`src/rtl/tg_pkg.sv`:
```
// shared types, constants and tables of the pcm tone generator
package tg_pkg;

  localparam int unsigned RATE_W       = 18;
  localparam int unsigned PITCH_W      = 15;
  localparam int unsigned CHCNT_W      = 4;
  localparam int unsigned CHIDX_W      = 3;
  localparam int unsigned WORD_W       = 16;
  localparam int unsigned SUM_W        = 19;
  localparam int unsigned CORDIC_STEPS = 16;
  localparam int unsigned CORDIC_W     = 34;
  localparam int unsigned ADDR_W       = 5;
  localparam int unsigned DATA_W       = 32;
  localparam int unsigned CNT_W        = 5;

  localparam int unsigned DEF_MAX_CHANNELS       = 8;
  localparam int unsigned DEF_TURN_FRACTION_BITS = 16;

  localparam logic [RATE_W-1:0]  RATE_RESET  = 18'd44100;
  localparam logic [PITCH_W-1:0] PITCH_RESET = 15'd600;
  localparam logic signed [CORDIC_W-1:0] CORDIC_GAIN = 34'sd652032874;

  typedef enum logic [2:0] {
    REG_RATE   = 3'd0,
    REG_PITCH  = 3'd1,
    REG_WIDTH  = 3'd2,
    REG_SIGNED = 3'd3,
    REG_ENDIAN = 3'd4,
    REG_CHANS  = 3'd5
  } reg_idx_e;

  typedef enum logic [2:0] {
    FR_IDLE,
    FR_RED,
    FR_DIV,
    FR_ANG,
    FR_COR,
    FR_MUL,
    FR_FMT,
    FR_PUSH
  } front_state_e;

  typedef struct packed {
    logic [RATE_W-1:0]  sample_rate;
    logic [PITCH_W-1:0] tone_pitch;
    logic               sample_width;
    logic               sample_signed;
    logic               big_endian;
    logic [CHCNT_W-1:0] channel_count;
  } cfg_t;

  // arctangent of 2^-i in units of 2^-32 turn
  function automatic logic signed [CORDIC_W-1:0] atan_turn(input logic [3:0] i);
    logic signed [CORDIC_W-1:0] r;
    unique case (i)
      4'd0:  r = 34'sd536870912;
      4'd1:  r = 34'sd316933406;
      4'd2:  r = 34'sd167458907;
      4'd3:  r = 34'sd85004756;
      4'd4:  r = 34'sd42667331;
      4'd5:  r = 34'sd21354465;
      4'd6:  r = 34'sd10679838;
      4'd7:  r = 34'sd5340245;
      4'd8:  r = 34'sd2670163;
      4'd9:  r = 34'sd1335087;
      4'd10: r = 34'sd667544;
      4'd11: r = 34'sd333772;
      4'd12: r = 34'sd166886;
      4'd13: r = 34'sd83443;
      4'd14: r = 34'sd41722;
      4'd15: r = 34'sd20861;
    endcase
    return r;
  endfunction

endpackage

```
`src/rtl/tg_front.sv`:
```
// front end: takes frame requests, runs phase, divider, cordic and sample scaling
module tg_front import tg_pkg::*; #(
  parameter int unsigned TURN_FRACTION_BITS = DEF_TURN_FRACTION_BITS
) (
  input  logic              clk_i,
  input  logic              rst_ni,
  input  cfg_t              cfg_i,
  input  logic              in_valid_i,
  output logic              in_stall_o,
  input  logic              restart_i,
  output logic              push_o,
  output logic [WORD_W-1:0] word_o,
  input  logic              full_i
);

  localparam int unsigned TFB = TURN_FRACTION_BITS;
  localparam int unsigned DIV_STEPS = (TFB > SUM_W) ? TFB : SUM_W;

  front_state_e state_q, state_d;
  logic [CNT_W-1:0]  cnt_q, cnt_d;
  logic [RATE_W-1:0] phase_q, phase_d;
  logic [SUM_W-1:0]  rem_q, rem_d, src_q, src_d;
  logic [RATE_W-1:0] drem_q, drem_d;
  logic [TFB-1:0]    frac_q, frac_d;
  logic signed [CORDIC_W-1:0] x_q, x_d, y_q, y_d, z_q, z_d;
  logic neg_q, neg_d;
  logic signed [35:0] prod_q, prod_d;
  logic [WORD_W-1:0] word_q, word_d;

  logic [RATE_W-1:0] rate;
  logic [RATE_W-1:0] ph_in;
  logic [SUM_W-1:0]  rt, rem_n, ft, drem_full;
  logic [RATE_W-1:0] p_start;
  logic              start_div;
  logic [TFB-1:0]    frac_n;
  logic              fge;
  logic [31:0]       ang, ang_bias;
  logic [3:0]        idx;
  logic signed [CORDIC_W-1:0] dx, dy, xs;
  logic signed [16:0] cl, cv;
  logic signed [17:0] op, kk;
  logic signed [35:0] pneg;

  assign rate = (cfg_i.sample_rate == '0) ? RATE_W'(1) : cfg_i.sample_rate;
  assign ph_in = restart_i ? '0 : phase_q;

  assign rt    = {rem_q[SUM_W-2:0], src_q[SUM_W-1]};
  assign rem_n = (rt >= {1'b0, rate}) ? rt - {1'b0, rate} : rt;

  assign ft        = {drem_q, 1'b0};
  assign fge       = ft >= {1'b0, rate};
  assign drem_full = fge ? ft - {1'b0, rate} : ft;
  assign frac_n    = {frac_q[TFB-2:0], fge};

  assign ang      = {frac_q, {(32-TFB){1'b0}}};
  assign ang_bias = ang + 32'h4000_0000;

  assign idx = cnt_q[3:0];
  assign dx  = y_q >>> idx;
  assign dy  = x_q >>> idx;

  assign xs = x_q >>> 15;
  always_comb begin
    if (xs > 34'sd32767) begin
      cl = 17'sd32767;
    end else if (xs < -34'sd32767) begin
      cl = -17'sd32767;
    end else begin
      cl = xs[16:0];
    end
    cv = neg_q ? -cl : cl;
    op = cfg_i.sample_signed ? {cv[16], cv} : 18'sd32768 + {cv[16], cv};
    if (cfg_i.sample_signed) begin
      kk = cfg_i.sample_width ? 18'sd32767 : 18'sd127;
    end else begin
      kk = cfg_i.sample_width ? 18'sd65535 : 18'sd255;
    end
  end

  assign pneg = -prod_q;

  always_comb begin
    state_d   = state_q;
    cnt_d     = cnt_q;
    phase_d   = phase_q;
    rem_d     = rem_q;
    src_d     = src_q;
    drem_d    = drem_q;
    frac_d    = frac_q;
    x_d       = x_q;
    y_d       = y_q;
    z_d       = z_q;
    neg_d     = neg_q;
    prod_d    = prod_q;
    word_d    = word_q;
    start_div = 1'b0;
    p_start   = ph_in;
    push_o    = 1'b0;

    unique case (state_q)
      FR_IDLE: begin
        if (in_valid_i) begin
          if (ph_in < rate) begin
            start_div = 1'b1;
          end else begin
            rem_d   = '0;
            src_d   = {1'b0, ph_in};
            cnt_d   = '0;
            state_d = FR_RED;
          end
        end
      end
      FR_RED: begin
        rem_d = rem_n;
        src_d = {src_q[SUM_W-2:0], 1'b0};
        cnt_d = cnt_q + 1'b1;
        if (cnt_q == CNT_W'(SUM_W - 1)) begin
          p_start   = rem_n[RATE_W-1:0];
          start_div = 1'b1;
        end
      end
      FR_DIV: begin
        cnt_d = cnt_q + 1'b1;
        if (cnt_q < CNT_W'(TFB)) begin
          drem_d = drem_full[RATE_W-1:0];
          frac_d = frac_n;
        end
        if (cnt_q < CNT_W'(SUM_W)) begin
          rem_d = rem_n;
          src_d = {src_q[SUM_W-2:0], 1'b0};
          if (cnt_q == CNT_W'(SUM_W - 1)) begin
            phase_d = rem_n[RATE_W-1:0];
          end
        end
        if (cnt_q == CNT_W'(DIV_STEPS - 1)) begin
          state_d = FR_ANG;
        end
      end
      FR_ANG: begin
        neg_d   = ang_bias[31];
        z_d     = CORDIC_W'(signed'(ang_bias[31] ? ang + 32'h8000_0000 : ang));
        x_d     = CORDIC_GAIN;
        y_d     = '0;
        cnt_d   = '0;
        state_d = FR_COR;
      end
      FR_COR: begin
        if (!z_q[CORDIC_W-1]) begin
          x_d = x_q - dx;
          y_d = y_q + dy;
          z_d = z_q - atan_turn(idx);
        end else begin
          x_d = x_q + dx;
          y_d = y_q - dy;
          z_d = z_q + atan_turn(idx);
        end
        cnt_d = cnt_q + 1'b1;
        if (cnt_q == CNT_W'(CORDIC_STEPS - 1)) begin
          state_d = FR_MUL;
        end
      end
      FR_MUL: begin
        prod_d  = op * kk;
        state_d = FR_FMT;
      end
      FR_FMT: begin
        if (cfg_i.sample_signed) begin
          if (prod_q[35]) begin
            word_d = WORD_W'(-(pneg >>> 15));
          end else begin
            word_d = WORD_W'(prod_q >>> 15);
          end
        end else begin
          word_d = prod_q[31:16];
        end
        state_d = FR_PUSH;
      end
      FR_PUSH: begin
        if (!full_i) begin
          push_o  = 1'b1;
          state_d = FR_IDLE;
        end
      end
      default: state_d = FR_IDLE;
    endcase

    if (start_div) begin
      drem_d  = p_start;
      frac_d  = '0;
      rem_d   = '0;
      src_d   = {1'b0, p_start} + SUM_W'(cfg_i.tone_pitch);
      cnt_d   = '0;
      state_d = FR_DIV;
    end
  end

  assign in_stall_o = (state_q != FR_IDLE);
  assign word_o     = word_q;

  always_ff @(posedge clk_i or negedge rst_ni) begin
    if (!rst_ni) begin
      state_q <= FR_IDLE;
      cnt_q   <= '0;
      phase_q <= '0;
    end else begin
      state_q <= state_d;
      cnt_q   <= cnt_d;
      phase_q <= phase_d;
    end
  end

  always_ff @(posedge clk_i) begin
    rem_q  <= rem_d;
    src_q  <= src_d;
    drem_q <= drem_d;
    frac_q <= frac_d;
    x_q    <= x_d;
    y_q    <= y_d;
    z_q    <= z_d;
    neg_q  <= neg_d;
    prod_q <= prod_d;
    word_q <= word_d;
  end

endmodule

```
`src/rtl/tg_fifo.sv`:
```
// two-entry queue of sample words between front and back end
module tg_fifo import tg_pkg::*; (
  input  logic              clk_i,
  input  logic              rst_ni,
  input  logic              push_i,
  input  logic [WORD_W-1:0] word_i,
  output logic              full_o,
  input  logic              pop_i,
  output logic              empty_o,
  output logic [WORD_W-1:0] word_o
);

  logic [WORD_W-1:0] mem_q [2];
  logic       wr_q, rd_q;
  logic [1:0] cnt_q;

  assign full_o  = cnt_q == 2'd2;
  assign empty_o = cnt_q == 2'd0;
  assign word_o  = mem_q[rd_q];

  always_ff @(posedge clk_i or negedge rst_ni) begin
    if (!rst_ni) begin
      wr_q  <= 1'b0;
      rd_q  <= 1'b0;
      cnt_q <= '0;
    end else begin
      if (push_i) begin
        wr_q <= ~wr_q;
      end
      if (pop_i) begin
        rd_q <= ~rd_q;
      end
      cnt_q <= cnt_q + {1'b0, push_i} - {1'b0, pop_i};
    end
  end

  always_ff @(posedge clk_i) begin
    if (push_i) begin
      mem_q[wr_q] <= word_i;
    end
  end

endmodule

```
`src/rtl/tg_back.sv`:
```
// back end: splits each sample word into one or two bytes and repeats it per channel
module tg_back import tg_pkg::*; #(
  parameter int unsigned MAX_CHANNELS = DEF_MAX_CHANNELS
) (
  input  logic               clk_i,
  input  logic               rst_ni,
  input  cfg_t               cfg_i,
  input  logic               empty_i,
  input  logic [WORD_W-1:0]  word_i,
  output logic               pop_o,
  output logic               out_valid_o,
  input  logic               out_stall_i,
  output logic [7:0]         out_byte_o,
  output logic [CHIDX_W-1:0] channel_index_o,
  output logic               last_of_frame_o
);

  logic [CHCNT_W-1:0] ch_q, chans;
  logic               b_q, hi_sel, take;

  always_comb begin
    if (cfg_i.channel_count == '0) begin
      chans = CHCNT_W'(1);
    end else if (int'(cfg_i.channel_count) > int'(MAX_CHANNELS)) begin
      chans = CHCNT_W'(MAX_CHANNELS);
    end else begin
      chans = cfg_i.channel_count;
    end
  end

  assign hi_sel          = cfg_i.sample_width & (b_q ^ cfg_i.big_endian);
  assign out_valid_o     = !empty_i;
  assign out_byte_o      = hi_sel ? word_i[15:8] : word_i[7:0];
  assign channel_index_o = ch_q[CHIDX_W-1:0];
  assign last_of_frame_o = (ch_q + 1'b1 == chans) && (b_q == cfg_i.sample_width);
  assign take            = out_valid_o && !out_stall_i;
  assign pop_o           = take && last_of_frame_o;

  always_ff @(posedge clk_i or negedge rst_ni) begin
    if (!rst_ni) begin
      ch_q <= '0;
      b_q  <= 1'b0;
    end else if (take) begin
      if (last_of_frame_o) begin
        ch_q <= '0;
        b_q  <= 1'b0;
      end else if (cfg_i.sample_width && !b_q) begin
        b_q <= 1'b1;
      end else begin
        b_q  <= 1'b0;
        ch_q <= ch_q + 1'b1;
      end
    end
  end

endmodule

```
`src/rtl/pcm_tone_generator.sv`:
```
// pcm tone generator top level: register port, front end, queue and back end
//
// usage: each word accepted on the input channel (in_valid_i high, in_stall_o
// low) asks for one pcm frame of a cosine tone; restart_i set clears the
// phase first. the frame leaves on the output channel as one byte per 8-bit
// word or two per 16-bit word, low or high byte first as configured,
// repeated for each channel, with last_of_frame_o on its final byte.
// processing: an accepted request first reduces the phase modulo the rate
// when a rate change has left it out of range, then runs the shift-subtract
// divider (max(19, fraction bits) steps), angle setup, the 16-step cordic,
// scaling, formatting and the queue push. in_stall_o is high while a request
// is worked on, so requests are taken one at a time; the next one is taken
// only after the last word has been pushed into the queue. later bytes of a
// frame follow one per cycle while out_stall_i is low.
// a two-word queue holds finished samples, so the front end keeps working
// while the receiver stalls; the output holds its byte while out_stall_i
// is high. registers are to be written over the apb port only while idle;
// the block itself does not enforce it. reset: phase zero, rate 44100,
// pitch 600, 16-bit signed little endian, one channel, queue empty.
module pcm_tone_generator import tg_pkg::*; #(
  parameter int unsigned MAX_CHANNELS       = DEF_MAX_CHANNELS,
  parameter int unsigned TURN_FRACTION_BITS = DEF_TURN_FRACTION_BITS
) (
  input  logic               clk_i,
  input  logic               rst_ni,
  input  logic               psel,
  input  logic               penable,
  input  logic               pwrite,
  input  logic [ADDR_W-1:0]  paddr,
  input  logic [DATA_W-1:0]  pwdata,
  output logic [DATA_W-1:0]  prdata,
  output logic               pready,
  input  logic               in_valid_i,
  output logic               in_stall_o,
  input  logic               restart_i,
  output logic               out_valid_o,
  input  logic               out_stall_i,
  output logic [7:0]         out_byte_o,
  output logic [CHIDX_W-1:0] channel_index_o,
  output logic               last_of_frame_o
);

  cfg_t cfg_q;
  logic wr_en;
  logic push, full, pop, empty;
  logic [WORD_W-1:0] push_word, head_word;
  reg_idx_e ridx;

  assign pready = 1'b1;
  assign wr_en  = psel && penable && pwrite;
  assign ridx   = reg_idx_e'(paddr[ADDR_W-1:2]);

  always_ff @(posedge clk_i or negedge rst_ni) begin
    if (!rst_ni) begin
      cfg_q.sample_rate   <= RATE_RESET;
      cfg_q.tone_pitch    <= PITCH_RESET;
      cfg_q.sample_width  <= 1'b1;
      cfg_q.sample_signed <= 1'b1;
      cfg_q.big_endian    <= 1'b0;
      cfg_q.channel_count <= CHCNT_W'(1);
    end else if (wr_en) begin
      unique case (ridx)
        REG_RATE:   cfg_q.sample_rate   <= pwdata[RATE_W-1:0];
        REG_PITCH:  cfg_q.tone_pitch    <= pwdata[PITCH_W-1:0];
        REG_WIDTH:  cfg_q.sample_width  <= pwdata[0];
        REG_SIGNED: cfg_q.sample_signed <= pwdata[0];
        REG_ENDIAN: cfg_q.big_endian    <= pwdata[0];
        REG_CHANS:  cfg_q.channel_count <= pwdata[CHCNT_W-1:0];
        default: ;
      endcase
    end
  end

  always_comb begin
    unique case (ridx)
      REG_RATE:   prdata = DATA_W'(cfg_q.sample_rate);
      REG_PITCH:  prdata = DATA_W'(cfg_q.tone_pitch);
      REG_WIDTH:  prdata = DATA_W'(cfg_q.sample_width);
      REG_SIGNED: prdata = DATA_W'(cfg_q.sample_signed);
      REG_ENDIAN: prdata = DATA_W'(cfg_q.big_endian);
      REG_CHANS:  prdata = DATA_W'(cfg_q.channel_count);
      default:    prdata = '0;
    endcase
  end

  tg_front #(
    .TURN_FRACTION_BITS(TURN_FRACTION_BITS)
  ) u_front (
    .clk_i      (clk_i),
    .rst_ni     (rst_ni),
    .cfg_i      (cfg_q),
    .in_valid_i (in_valid_i),
    .in_stall_o (in_stall_o),
    .restart_i  (restart_i),
    .push_o     (push),
    .word_o     (push_word),
    .full_i     (full)
  );

  tg_fifo u_fifo (
    .clk_i   (clk_i),
    .rst_ni  (rst_ni),
    .push_i  (push),
    .word_i  (push_word),
    .full_o  (full),
    .pop_i   (pop),
    .empty_o (empty),
    .word_o  (head_word)
  );

  tg_back #(
    .MAX_CHANNELS(MAX_CHANNELS)
  ) u_back (
    .clk_i           (clk_i),
    .rst_ni          (rst_ni),
    .cfg_i           (cfg_q),
    .empty_i         (empty),
    .word_i          (head_word),
    .pop_o           (pop),
    .out_valid_o     (out_valid_o),
    .out_stall_i     (out_stall_i),
    .out_byte_o      (out_byte_o),
    .channel_index_o (channel_index_o),
    .last_of_frame_o (last_of_frame_o)
  );

`ifndef SYNTHESIS
  a_busy_after_accept: assert property (@(posedge clk_i) disable iff (!rst_ni)
    (in_valid_i && !in_stall_o) |=> in_stall_o)
    else $error("front end took a request without going busy");

  a_frame_continues: assert property (@(posedge clk_i) disable iff (!rst_ni)
    (out_valid_o && !out_stall_i && !last_of_frame_o) |=> out_valid_o)
    else $error("frame broke off before its last byte");

  a_no_push_when_full: assert property (@(posedge clk_i) disable iff (!rst_ni)
    full |-> !push)
    else $error("sample word pushed into a full queue");
`endif

endmodule
```
`config.mk`:
```
export PLATFORM = sky130hd
export DESIGN_NAME = pcm_tone_generator
export DESIGN_NICKNAME = d
export VERILOG_FILES = /design/src/rtl/tg_pkg.sv /design/src/rtl/tg_front.sv /design/src/rtl/tg_fifo.sv /design/src/rtl/tg_back.sv /design/src/rtl/pcm_tone_generator.sv
export SDC_FILE = /design/constraint.sdc
export NUM_CORES = 2
export LEC_CHECK = 0
export ABC_AREA = 1
export ABC_CLOCK_PERIOD_IN_PS = 11100
export BUFFER_PORTS_ARGS = -buffer_cell sky130_fd_sc_hd__clkbuf_2
export CAP_MARGIN = 20
export CORE_AREA = 4 4 294 296
export DETAILED_ROUTE_END_ITERATION = 7
export DIE_AREA = 0 0 298 300
export GPL_TIMING_DRIVEN = 0
export PLACE_DENSITY = 0.63
export RECOVER_POWER = 50
export SYNTH_ARGS = -nofsm -noshare
export SYNTH_HDL_FRONTEND = slang
export SYNTH_SLANG_ARGS = --single-unit
```
`constraint.sdc`:
```
create_clock -name clk_i -period 11.1 [get_ports clk_i]
set_input_delay 0.555 -clock clk_i [delete_from_list [all_inputs] [get_ports clk_i]]
set_output_delay 0.555 -clock clk_i [all_outputs]
set_load 0.01 [all_outputs]
```
; Word-level counts from Yosys, hierarchy flattened
; Memories as Yosys holds them, arrays and structs flattened.
; Cells that the tools add are included.
[totals]
regBits = 301
latch_bits = 0
ram_bits = 32
rom_bits = 960
output_inout_bits = 47
memories = 3
[op_classes]
add_sub_neg = 19
mul = 1
n_div = 0
n_lt_le_gt_ge = 8
eq_ne = 27
shifts = 2
n_mux = 65
bitwise_logic = 4
reduce_logical = 37
[mem_list]
columns = memory, depth, word_bits, read_ports, rd_ports_with_merged_regs, write_ports, line_no
row1 = (name not given), 16, 30, 1, 0, 0, tg_pkg.sv:55  ; unique case (i)
row2 = (name not given), 16, 30, 1, 0, 0, tg_pkg.sv:55
row3 = u_fifo.mem_q, 2, 16, 1, 0, 1, tg_fifo.sv:13  ; logic [WORD_W-1:0] mem_q [2];
[op_table]
columns = op, count
row1 = $mux W34, 7
row2 = $mux W18, 13
row3 = $pmux W34 S2, 3
row4 = $pmux W18 S6, 1
row5 = $add A34 B34 Y34, 3
row6 = $sub A34 B34 Y34, 3
row7 = $mux W19, 4
row8 = $sshr A34 B4 Y34, 2
row9 = $mux W16, 4
row10 = $pmux W19 S3, 1
row11 = $pmux W18 S3, 1
row12 = $mux W17, 3
row13 = $ge A19 B18 Y1, 2
row14 = $sub A18 B18 Y18, 2
row15 = $mul A18 B17 Y35, 1
row16 = $add A32 B31 Y32 const B, 1
row17 = $add A32 B32 Y32 const B, 1
row18 = $mux W32, 1
row19 = $neg A31 Y31, 1
row20 = $pmux W3 S7, 1
row21 = $add A18 B15 Y19, 1
row22 = $gt A19 B16 Y1 const B, 1
row23 = $lt A19 B16 Y1 const B, 1
row24 = $add A17 B17 Y18 const A, 1
row25 = other kinds (48), 104

; Logic depth before layout (Yosys ltp)
[depth]
word_depth = 8
mapped_depth = 52
depth_no_buf = 50

; Cells and area by module
; Synthesis repeated with hierarchy kept, for this count alone.
[unflattened]
cells_unflattened = 5230
area_unflattened_um2 = 37816.3
[by_module_without_submodules]
columns = mod, instances, cells_per_inst, area_per_inst_um2
row1 = tg_front, 1, 4795, 33727.3
row2 = pcm_tone_generator, 1, 247, 2064.5
row3 = tg_fifo, 1, 109, 1483.9
row4 = tg_back, 1, 79, 540.5

; Worst setup path before layout
; Ideal clock, no wire load.
[synth_path]
path_type = reg-to-reg
startpoint = register u_front.x_q[21]
endpoint = register u_front.prod_q[34] (data pin)
arrival_ns = 7.486
required_time_ns = 10.848
slack_ns = 3.362
path_stages_with_launch = 45
path_buffers = 2
cell_sequence = edfxtp_1 nor2_1 nand2_1 nor2_1 nand2_1 nand2_2 nand2_4 buf_6 buf_4 inv_1 a21oi_1 inv_1 ha_1 nand2_1 nor2_4 nand3_2 nor2_2 nand2_1 (+9 left out) fa_1 fa_1 fa_1 inv_1 ha_1 nand2_1 nor2_1 nand2_1 o21ai_0 a21oi_1 o21ai_0 a21oi_1 nor2_1 nand2_1 nand3b_1 a21oi_1 nand3_1 nand2_1
[synth_between]
elab_chain_cells = 8
elab_cells_between_ends = 9
classes_between = add/sub: 2 / mul: 1 / order compare: 2 / mux: 4
[synth_rtl]
columns = element, line_no
row1 = "start, declared", tg_front.sv:25  ; logic signed [CORDIC_W-1:0] x_q, x_d, y_q, y_d, z_q, z_d;
row2 = "start signal, assigned", tg_front.sv:217  ; x_q <= x_d;
row3 = $lt A19 B16 Y1, tg_front.sv:66  ; end else if (xs < -34'sd32767) begin
row4 = $mux W17, tg_front.sv:66
row5 = $mux W17 (*), tg_front.sv:64  ; if (xs > 34'sd32767) begin
row6 = $neg A17 Y17, tg_front.sv:71  ; cv = neg_q ? -cl : cl;
row7 = $mux W17 (*), tg_front.sv:71
row8 = $add A17 B17 Y18, tg_front.sv:72  ; op = cfg_i.sample_signed ? {cv[16], cv} : 18'sd32768 + {cv[16], cv};
row9 = $mux W18 (*), tg_front.sv:72
row10 = $mul A18 B17 Y35 (*), tg_front.sv:163  ; prod_d = op * kk;
row11 = "end signal, assigned", tg_front.sv:221  ; prod_q <= prod_d;
row12 = "end, declared", tg_front.sv:27  ; logic signed [35:0] prod_q, prod_d;
; Every way passes the cells marked *; elsewhere a longest branch is shown, timed or not.
; A chain may end at the register's enable or synchronous reset.

; Worst setup path after layout
[layout_path]
startpoint = register u_front.x_q[28]
endpoint = register u_front.prod_q[34] (data pin)
[layout_between]
elab_chain_cells = 8
elab_cells_between_ends = 9
classes_between = add/sub: 2 / mul: 1 / order compare: 2 / mux: 4
[layout_rtl]
columns = element, line_no
row1 = $lt A19 B16 Y1, tg_front.sv:66
row2 = $mux W17, tg_front.sv:66
row3 = $mux W17 (*), tg_front.sv:64
row4 = net u_front.cl[0], tg_front.sv:40  ; logic signed [16:0] cl, cv;
row5 = $neg A17 Y17, tg_front.sv:71
row6 = $mux W17 (*), tg_front.sv:71
row7 = $add A17 B17 Y18, tg_front.sv:72
row8 = $mux W18 (*), tg_front.sv:72
row9 = $mul A18 B17 Y35 (*), tg_front.sv:163
; The timed path passes the listed nets; every way through them passes the cells marked *.

==> impl_metrics.json <==
{
  "slew_viol_final": 145,
  "diodes": 0,
  "finalSetupTns_ns": 0,
  "finalSetupViolCount": 0,
  "clk_pin_slew_worst_paths_ns": 0.06,
  "yosysSeqAreaShare": 0.2455,
  "drv_cap": 4,
  "ctsRootBufferMaster": "clkbuf_16",
  "drt_iter0_drc": 2830,
  "ant_nets": 0,
  "min-delay-start": "pwdata[6]",
  "clk_latency_ns": 0.61,
  "die_area_um2": 89400,
  "core-area_um2": 83560,
  "hold_viol_final": 0,
  "ios": 92,
  "finalWorstSetupSlack_ns": 1.609,
  "netlist.area_leader.share": 0.1769,
  "die_h_um": 300,
  "cp.arrival_ns": 9.82,
  "async_reset_ff_frac": 0.2273,
  "ys.flop_type": "edfxtp_1",
  "grt_pass1_wl_mm": 187.1,
  "drc_errors": 0,
  "die_w_um": 298,
  "gp_congestion": 1.023,
  "grt_overflow": 0,
  "outcome": "finished with violations",
  "dp_hpwl_mm": 97.73,
  "ys_warn_count": 0,
  "grt_pass1_vias": 33240,
  "critPathLaunchType": "register",
  "area_growth_pct": 8.364,
  "ys_seq_elements": 330,
  "cpPeakStageDelay_ns": 0.62,
  "viasPerCell": 5.462,
  "cts.sinks": 330,
  "grt_usage": 0.2646,
  "ff_latch_area_um2": 9210,
  "syn_area_um2": 37520,
  "fillerInstances": 8411,
  "multi_input_area_um2": 24460,
  "cts_buffer_depth": 3,
  "synthTopCellsByCount": "nand2_1, inv_1, o21ai_0",
  "max_slew_margin": -1.054,
  "period_minus_slack_ns": 9.491,
  "grt_start_max_net_pins": 55,
  "rsz0062_at_grt": "false",
  "holdCritPathClass": "input pin to register",
  "path_common_cell": "nand2_1",
  "fmax_ghz": 0.1054,
  "ctsResizeCount": 0,
  "final_core_util": 0.4866,
  "worstMarginPinSlew_ns": 3.081,
  "yosysMostFrequentCell": "nand2_1",
  "worstSetupPathType": "register to register",
  "routedWlPerCell_um": 19.08,
  "htree_levels": 2,
  "critPathMaxFanout": 8,
  "syn_avg_cell_area_um2": 7.395,
  "start_util": 0.4490,
  "cp_data_required_time_ns": 11.43,
  "startpoint": "u_front.x_q[28]$_SDFFCE_PN0P_",
  "syn_inst": 5073,
  "design_area_um2": 40650,
  "synth.distinct_cells": 74,
  "r2r-start": "u_front.x_q[28]$_SDFFCE_PN0P_",
  "tritoncts": "done",
  "yosysTopAreaCell": "edfxtp_1",
  "fp-row-count": 106,
  "crit_slowest_cell": "fa_1",
  "violations": "capacitance limit, slew limit",
  "cts_made_buffers": 42,
  "synth_edf_count": 221,
  "placed_area_um2": 39420,
  "portBuffers": 60,
  "finClkSkew_ns": 0.03118,
  "post-cts-setup-buffers": 0,
  "drive_gt1_frac": 0.06478,
  "vias": 34480,
  "fin_crit_sh": 0.8550,
  "routed_wl_mm": 120.5,
  "dp_slack_ns": 1.785,
  "drt_first_pass_iters": 6,
  "end_kind": "register",
  "fin_nets": 5742,
  "grt_antenna_before_repair": 0,
  "synth.area.top_cells": "edfxtp_1, nand2_1, fa_1"
}
## final cells by class
class                           instances  share of cell area
Multi-Input combinational cell       3788              0.6016
Sequential cell                       330              0.2265
Inverter                              798             0.07377
Tap cell                             1080             0.03324
Clock buffer                           56             0.02998
Buffer                                170             0.02219
Timing Repair Buffer                   70            0.008433
Clock inverter                         21            0.004278
## flip-flops by register name, summed over array words and instances, names as in the netlist
signal           count
cfg_q               40
u_front.x_q         34
u_front.y_q         34
u_front.z_q         34
u_front.prod_q      33
u_fifo.mem_q        32
u_front.src_q       19
u_front.drem_q      18
u_front.phase_q     18
u_front.rem_q       18
u_front.frac_q      16
u_front.word_o      16
u_front.cnt_q        5
u_back.ch_q          4
u_front.state_q      3
u_fifo.cnt_q         2
u_back.b_q           1
u_fifo.rd_q          1
u_fifo.wr_q          1
u_front.neg_q        1
## critical path, delay by kind of cell, from the launching register on
family / cells / cell delay, ns
flops: 1 / 0.58
simple gates: 23 / 2.84
compound gates: 5 / 1.45
fa+ha+maj: 8 / 3.76
buf+inv: 4 / 0.59
## what timing repair did
item | CTS | global route
hold endpoints to repair | 21 | 0
endpoints found under the setup margin | 0 | 0
hold buffers | 1 | 0
## through the flow
step | hold WS, ns | std cells
after floorplan | 0.2594 | 5086
final | 0.1794 | 6313
after CTS | 0.1583 | 6313
after global placement | 0.4245 | 6226
after detailed placement | 0.4313 | 6235
after global routing | 0.1835 | 6313
## final timing paths
| kind | endpoint | slack, ns | cells after the start |
|---|---|---|---|
| setup / recovery | u_front.prod_q[34]$_DFFE_PP_ | 1.61 | 40 |
| hold / removal | cfg_q[13]$_DFFE_PN1P_ | 0.18 | 3 |
| min in group asynchronous | u_front.phase_q[12]$_DFFE_PN0P_ | 0.84 | 2 |
| setup reg to reg | u_front.prod_q[34]$_DFFE_PP_ | 1.61 | 40 |
| max in group asynchronous | u_back.ch_q[2]$_DFFE_PN0P_ | 6.68 | 3 |
| hold reg to reg | u_fifo.mem_q[0][0]$_DFFE_PP_ | 0.44 | 0 |
## logic make-up (layout without fill, tap and decap cells)
family / Yosys count / count (layout) / synth area share
AO/OA/AOI/OAI: 1151 / 1151 / 0.1701
XOR/XNOR: 233 / 233 / 0.05440
adder cells (fa/ha/maj): 499 / 499 / 0.2057
buffers and inverters: 968 / 1115 / 0.1040
flip-flops: 330 / 330 / 0.2455
multiplexers: 49 / 49 / 0.01514
other: 2 / 15 / 0.0002002
AND/OR/NAND/NOR: 1841 / 1841 / 0.2050
## placed cells by master (no fill, tap or decap), drive strengths merged, types with 45 or more instances in the layout
cell type,count
nand2,1076
inv,797
o21ai,584
nor2,410
a21oi,349
ha,300
edfxtp,221
clkbuf,205
nand3,200
fa,197
xor2,156
buf,90
xnor2,77
dfrtp,62
mux2i,49
nor3,45
## metal layers
| layer | vias to the layer above | part of all wire | global-route usage |
|---|---|---|---|
| met4 | 0 | 0.030 | 0.07418 |
| met2 | 1078 | 0.44 | 0.4152 |
| li1 | 16950 | - | - |
| met3 | 176 | 0.066 | 0.03473 |
| met5 | - | 0 | 0 |
| met1 | 16280 | 0.47 | 0.3841 |
Power is left out: the tool's default activity adds up to more than one toggle a clock period on the data nets, which glitch-free logic cannot reach.
